## config.mk

```make
export PLATFORM = sky130hd
export DESIGN_NAME = first_fit_block_allocator
export DESIGN_NICKNAME = d
export VERILOG_FILES = /design/src/sv/ffba_pkg.sv /design/src/sv/ffba_cell.sv /design/src/sv/first_fit_block_allocator.sv
export SDC_FILE = /design/constraint.sdc
export NUM_CORES = 2
export LEC_CHECK = 0
export BUFFER_PORTS_ARGS = -buffer_cell sky130_fd_sc_hd__buf_2
export CAP_MARGIN = 20
export CORE_MARGIN = 5
export CORE_UTILIZATION = 43
export CTS_CLUSTER_DIAMETER = 100
export DETAILED_ROUTE_END_ITERATION = 7
export PLACE_DENSITY_LB_ADDON = 0.15
export SLEW_MARGIN = 10
export SYNTH_ARGS = -nofsm -noshare
export SYNTH_HDL_FRONTEND = slang
export SYNTH_SLANG_ARGS = --single-unit
```

## constraint.sdc

```tcl
create_clock -name clk -period 11.6 [get_ports clk]
set_clock_uncertainty 0.15 [all_clocks]
set_input_delay 0 -clock clk [delete_from_list [all_inputs] [get_ports clk]]
set_output_delay 0 -clock clk [all_outputs]
set_load 0.05 [all_outputs]
```

## src/sv/ffba_pkg.sv

```systemverilog
package ffba_pkg;

	localparam logic CMD_LOAD  = 1'b0;
	localparam logic CMD_ALLOC = 1'b1;

	typedef struct packed {
		logic        cmd;
		logic [4:0]  block_slot;
		logic [15:0] size_value;
	} ffba_in_t;

	typedef struct packed {
		logic        granted;
		logic [4:0]  chosen_block;
		logic [15:0] chosen_size;
		logic [15:0] leftover;
	} ffba_out_t;

	typedef struct packed {
		logic        live;
		logic [15:0] req;
	} ffba_tok_t;

	typedef struct packed {
		logic        hit;
		logic        miss;
		logic [15:0] size;
		logic [15:0] left;
	} ffba_evt_t;

endpackage

```

## src/sv/ffba_cell.sv

```systemverilog
module ffba_cell #(
	parameter int SIZE_BITS = 16
) (
	input  logic               clk,
	input  logic               arst_n,
	input  logic               load_en,
	input  logic [15:0]        load_value,
	input  logic               act,
	input  ffba_pkg::ffba_tok_t tok_in,
	output ffba_pkg::ffba_tok_t tok_out,
	output ffba_pkg::ffba_evt_t evt
);
	import ffba_pkg::*;

	localparam int CW = (SIZE_BITS > 16) ? SIZE_BITS : 16;

	logic [SIZE_BITS-1:0] size_q;
	logic                 used_q;
	logic                 live_q;
	logic [15:0]          req_q;
	logic [CW-1:0]        size_w;
	logic [CW-1:0]        req_w;
	logic                 fit;
	logic                 hit;

	assign size_w = CW'(size_q);
	assign req_w  = CW'(tok_in.req);
	assign fit    = size_w >= req_w;
	assign hit    = tok_in.live && act && !used_q && fit;

	always_comb begin
		evt.hit  = hit;
		evt.miss = tok_in.live && !act;
		evt.size = hit ? 16'(size_w) : '0;
		evt.left = hit ? 16'(size_w - req_w) : '0;
	end

	always_ff @(posedge clk) begin
		if (load_en) begin
			size_q <= SIZE_BITS'(load_value);
		end
		req_q <= tok_in.req;
	end

	always_ff @(posedge clk or negedge arst_n) begin
		if (!arst_n) begin
			used_q <= 1'b0;
			live_q <= 1'b0;
		end else begin
			if (load_en) begin
				used_q <= 1'b0;
			end else if (hit) begin
				used_q <= 1'b1;
			end
			live_q <= tok_in.live && act && !hit;
		end
	end

	assign tok_out.live = live_q;
	assign tok_out.req  = req_q;

endmodule

```

## src/sv/first_fit_block_allocator.sv

```systemverilog
// load: no result, and item_stall stays low, so loads can follow one another
// allocation: the request walks one cell a cycle from entry 0; the result names
//   the first unused entry that fits, else no fit at min(block_count, NUM_BLOCKS)
// one item at a time: input stalls until the result is taken
// reset clears block_count and all used flags; block sizes undefined until loaded
module first_fit_block_allocator #(
	parameter int NUM_BLOCKS = 32,
	parameter int SIZE_BITS  = 16
) (
	input  logic                clk,
	input  logic                arst_n,
	input  logic                item_valid,
	output logic                item_stall,
	input  ffba_pkg::ffba_in_t  item,
	output logic                result_valid,
	input  logic                result_stall,
	output ffba_pkg::ffba_out_t result,
	input  logic                cfg_we,
	input  logic [5:0]          cfg_data
);
	import ffba_pkg::*;

	logic        acc;
	logic [5:0]  count_q;
	logic        srch_q;
	logic        out_valid_q;
	ffba_out_t   out_q;
	logic        launch_q;
	logic [15:0] launch_req_q;
	logic        done;
	ffba_out_t   res_d;

	ffba_tok_t tok_c [NUM_BLOCKS+1];
	ffba_evt_t evt_c [NUM_BLOCKS];
	logic [NUM_BLOCKS-1:0] act_c;
	logic [NUM_BLOCKS-1:0] load_c;

	assign item_stall   = srch_q || out_valid_q;
	assign acc          = item_valid && !item_stall;
	assign result_valid = out_valid_q;
	assign result       = out_q;

	assign tok_c[0].live = launch_q;
	assign tok_c[0].req  = launch_req_q;

	genvar g;
	generate
		for (g = 0; g < NUM_BLOCKS; g++) begin : g_cell
			assign act_c[g]  = 32'(g) < 32'(count_q);
			assign load_c[g] = acc && (item.cmd == CMD_LOAD) && (32'(item.block_slot) == 32'(g));
			ffba_cell #(
				.SIZE_BITS(SIZE_BITS)
			) u_cell (
				.clk       (clk),
				.arst_n    (arst_n),
				.load_en   (load_c[g]),
				.load_value(item.size_value),
				.act       (act_c[g]),
				.tok_in    (tok_c[g]),
				.tok_out   (tok_c[g+1]),
				.evt       (evt_c[g])
			);
		end
	endgenerate

	always_comb begin
		res_d = '0;
		done  = tok_c[NUM_BLOCKS].live;
		for (int k = 0; k < NUM_BLOCKS; k++) begin
			done = done || evt_c[k].hit || evt_c[k].miss;
			if (evt_c[k].hit) begin
				res_d.granted      = 1'b1;
				res_d.chosen_block = res_d.chosen_block | 5'(k);
			end
			res_d.chosen_size = res_d.chosen_size | evt_c[k].size;
			res_d.leftover    = res_d.leftover | evt_c[k].left;
		end
	end

	always_ff @(posedge clk) begin
		if (acc) begin
			launch_req_q <= item.size_value;
		end
		if (srch_q && done) begin
			out_q <= res_d;
		end
	end

	always_ff @(posedge clk or negedge arst_n) begin
		if (!arst_n) begin
			count_q     <= '0;
			srch_q      <= 1'b0;
			out_valid_q <= 1'b0;
			launch_q    <= 1'b0;
		end else begin
			if (cfg_we) begin
				count_q <= cfg_data;
			end
			launch_q <= acc && (item.cmd == CMD_ALLOC);
			if (acc && (item.cmd == CMD_ALLOC)) begin
				srch_q <= 1'b1;
			end else if (srch_q && done) begin
				srch_q <= 1'b0;
			end
			if (srch_q && done) begin
				out_valid_q <= 1'b1;
			end else if (out_valid_q && !result_stall) begin
				out_valid_q <= 1'b0;
			end
		end
	end

endmodule

```

==> metrics <==
status finished, violations left; violations in the final reports DRC; setup TNS 0 ns; RSZ-0062 raised after global routing no; Post-Layout Cell Count 8134; number of core rows 137; clk sink count 1135; ys flop type edfxtp_1; final RePlAce weighted congestion approximately 1.0; CTS tree done; layout cells sized above 1 0.0800; DIE HEIGHT roughly 380 um; Tmin final 6.24 ns; pwr dens 128 nW/um^2; initial drt markers 7851; Post-synth EDFFs 566; cell area after layout 68900 sq um; number of synthesized register bits about 1100; nets approximately 6700; syn_area_per_cell 10.2 sq um; Post-Syn Instances 5888; Final Hold Viols 0; H-Tree Depth 4; Async SR Flop Fraction 0.0643; XOR/XNOR share of the synthesized area 0.0574; Peak VDD IR roughly 0.11 mV; commonest cells after routing, fill and taps aside 661 x inv_1, 566 x edfxtp_1, 512 x ha_1; worst path cell trace inv_1, ha_1, inv_1, fa_1, a211oi_1, o21ai_1, a31oi_1, nand3_1, a41oi_1, nor2_4, buf_4, a22o_1, a221oi_1, nand4_1, a211oi_1, nand3_1; compound-cell area share of the yosys netlist 0.187; GR Util All Layers 0.391; commonest non-fill, non-tap cell in the layout inv_1; count of cell types in the netlist 99; Setup crit end kind flip-flop; die area 148000 sq um; count of final setup violators 0; post-synthesis mux area share 0.000353; Via Count ~52000; leakage power 28.7 nW; fillers 13062; Final ANT Viol Nets 0; max frequency 0.160 GHz; Post-Synth Adder-Cell Area 0.117; Area after DPL 63600 sq um; Buffers on Ports just over 70; Worst Path Max Fanout 24; HP Class input port to asynchronous set/reset pin; Initial Utilization 0.433; worst-margin pin slew 1.31 ns; simple-gate share of the synthesized area 0.112; fin crit share 0.538; synthesis-to-layout area growth 14.3%; post-placement cell count 7806; r2r endpoint result[6]; register area 28800 sq um; synthesized net count 6465; worst rel slew slack 0.120; synthesized cell area 60300 sq um; CP Data Required Time 11.96 ns; largest net degree at the start of global routing 52; Final Slew Violations 0; Final HPWL DP 240 mm; r2r startpoint g_cell[16].u_cell.size_q[0]; Avg Vias per Cell around 6.3; critical path class flip-flop to flip-flop; slowest cell delay on critical path around 0.81 ns; total wire length 298 mm; slowest CP cell a41oi_1; worst-skew pair later-pin latency approximately 0.78 ns; drt pass-1 iters 8; CTS buffer count 136; area occupied by multi-input gates 28900 sq um; largest family of logic cells by synthesized area compound AO/OA/AOI/OAI gates; clk buf depth 3; global-route wire length before repair 396 mm; Worst-path clk slew 0.06 ns; vias in the first global route 49558; Core ar. roughly 140000 sq um; final core occ 0.494; root buf cell clkbuf_16; max_cap viols 0; sequential share of the synthesized area 0.477; FF-to-FF path depth 16; reg2reg setup slack 5.36 ns; Critical Path AT 6.60 ns; Worst setup SP type flip-flop; drt wl/cell 36.6 um; Top delay family on crit path compound AO/OA/AOI/OAI gates; Top Ports 73; worst path bufs/invs 3; drt drc 7; Die X 384 um; Synth warnings 0; GR Overflow Total 0; initial antenna violation count 27
==> per-stage QoR <==
stage,setup WS (ns),total power [mW],hold slack [ns]
2_1_floorplan,7.19,4.32,-0.446
3_5_place_dp,5.50,4.39,-0.196
6_report,5.36,8.80,0.146
3_3_place_gp,5.48,4.39,-0.200
5_1_grt,5.46,8.99,0.173
4_1_cts,5.49,8.82,0.107
==> how the worst max path moves through the flow <==
stage                           startpoint         to  cells after the start
2_1_floorplan  g_cell[25].u_cell.size_q[0]  result[0]                     16
3_3_place_gp   g_cell[16].u_cell.size_q[0]  result[2]                     15
3_5_place_dp   g_cell[16].u_cell.size_q[0]  result[2]                     15
4_1_cts        g_cell[16].u_cell.size_q[0]  result[2]                     15
5_1_grt        g_cell[16].u_cell.size_q[0]  result[6]                     16
6_report       g_cell[16].u_cell.size_q[0]  result[6]                     16
==> cell usage after synthesis (all sizes together) (28+ instances only) <==
cell    number  area share
o21ai      242       0.020
fa          32       0.011
o21a        67      0.0083
xnor2      249       0.036
nand2b      77      0.0080
nor3        86      0.0074
nand3      102      0.0085
nor2b       44      0.0046
xor2       146       0.021
ha         512        0.11
nand2      369       0.023
a211oi      65      0.0083
and3        34      0.0036
inv        664       0.041
a22oi      145       0.018
a21oi      383       0.032
nor2       395       0.025
clkbuf     108      0.0067
o21bai      54      0.0068
a31oi       41      0.0045
a22o        37      0.0054
a21o       149       0.019
o211ai      41      0.0051
or3         28      0.0029
a222oi      86       0.014
dfrtp       73       0.030
edfxtp     566        0.28
nand4      141       0.015
a221oi      89       0.013
dfxtp      496        0.16
==> worst register-to-register path, stage by stage (launching register included) <==
cell and delay [ns]:
edfxtp_1 0.50, inv_1 0.10, ha_1 0.16, inv_1 0.05
fa_1 0.42, a211oi_1 0.40, o21ai_1 0.30, a31oi_1 0.32
nand3_1 0.19, a41oi_1 0.81, nor2_4 0.20, buf_4 0.36
a22o_1 0.29, a221oi_1 0.65, nand4_1 0.50, a211oi_1 0.45
nand3_1 0.11
==> cells by family (layout without fill, tap and decap cells) <==
kind of cell | after synthesis | after routing
mux | 2 | 2
simple gates | 1395 | 1395
compound gates | 1620 | 1620
flops | 1135 | 1135
fa+ha+maj | 546 | 546
xor+xnor | 395 | 395
buf+inv | 795 | 1154
other cells | 0 | 11
==> where the power goes <==
part           switching [mW]  internal, mW  total [mW]
registers             0.00640          4.21        4.21
logic                  0.0896        0.0259       0.115
clock network            1.91          2.57        4.47
==> timing repair <==
action,4_1_cts,5_1_grt
setup endpoints to repair,0,0
resized for setup,0,0
hold endpoints to repair,791,0
hold buffers,59,0
setup buffers,0,0
==> state kept, by name, indices dropped and copies added (netlist names) <==
name,flops
g_cell.u_cell.size_q,512
g_cell.u_cell.req_q,496
result,38
g_cell.u_cell.live_q,32
g_cell.u_cell.used_q,32
launch_req_q,16
count_q,6
launch_q,1
result_valid,1
srch_q,1
==> cell type report <==
| cell class | count | area share |
|---|---|---|
| Clock inverter | 63 | 0.00884 |
| Tap cell | 1876 | 0.0341 |
| Inverter | 666 | 0.0363 |
| Timing Repair Buffer | 234 | 0.0255 |
| Multi-Input combinational cell | 3958 | 0.419 |
| Antenna cell | 11 | 0.000399 |
| Sequential cell | 1135 | 0.417 |
| Clock buffer | 191 | 0.0584 |
==> routing by layer <==
layer,GRT usage,part of all wire,up-vias
met5,0,0.000071,-
met1,0.524,0.40,25843
met4,0.158,0.049,4
met3,0.108,0.12,470
met2,0.598,0.43,3121
li1,-,-,22198
(Power assumes the default switching activity.)
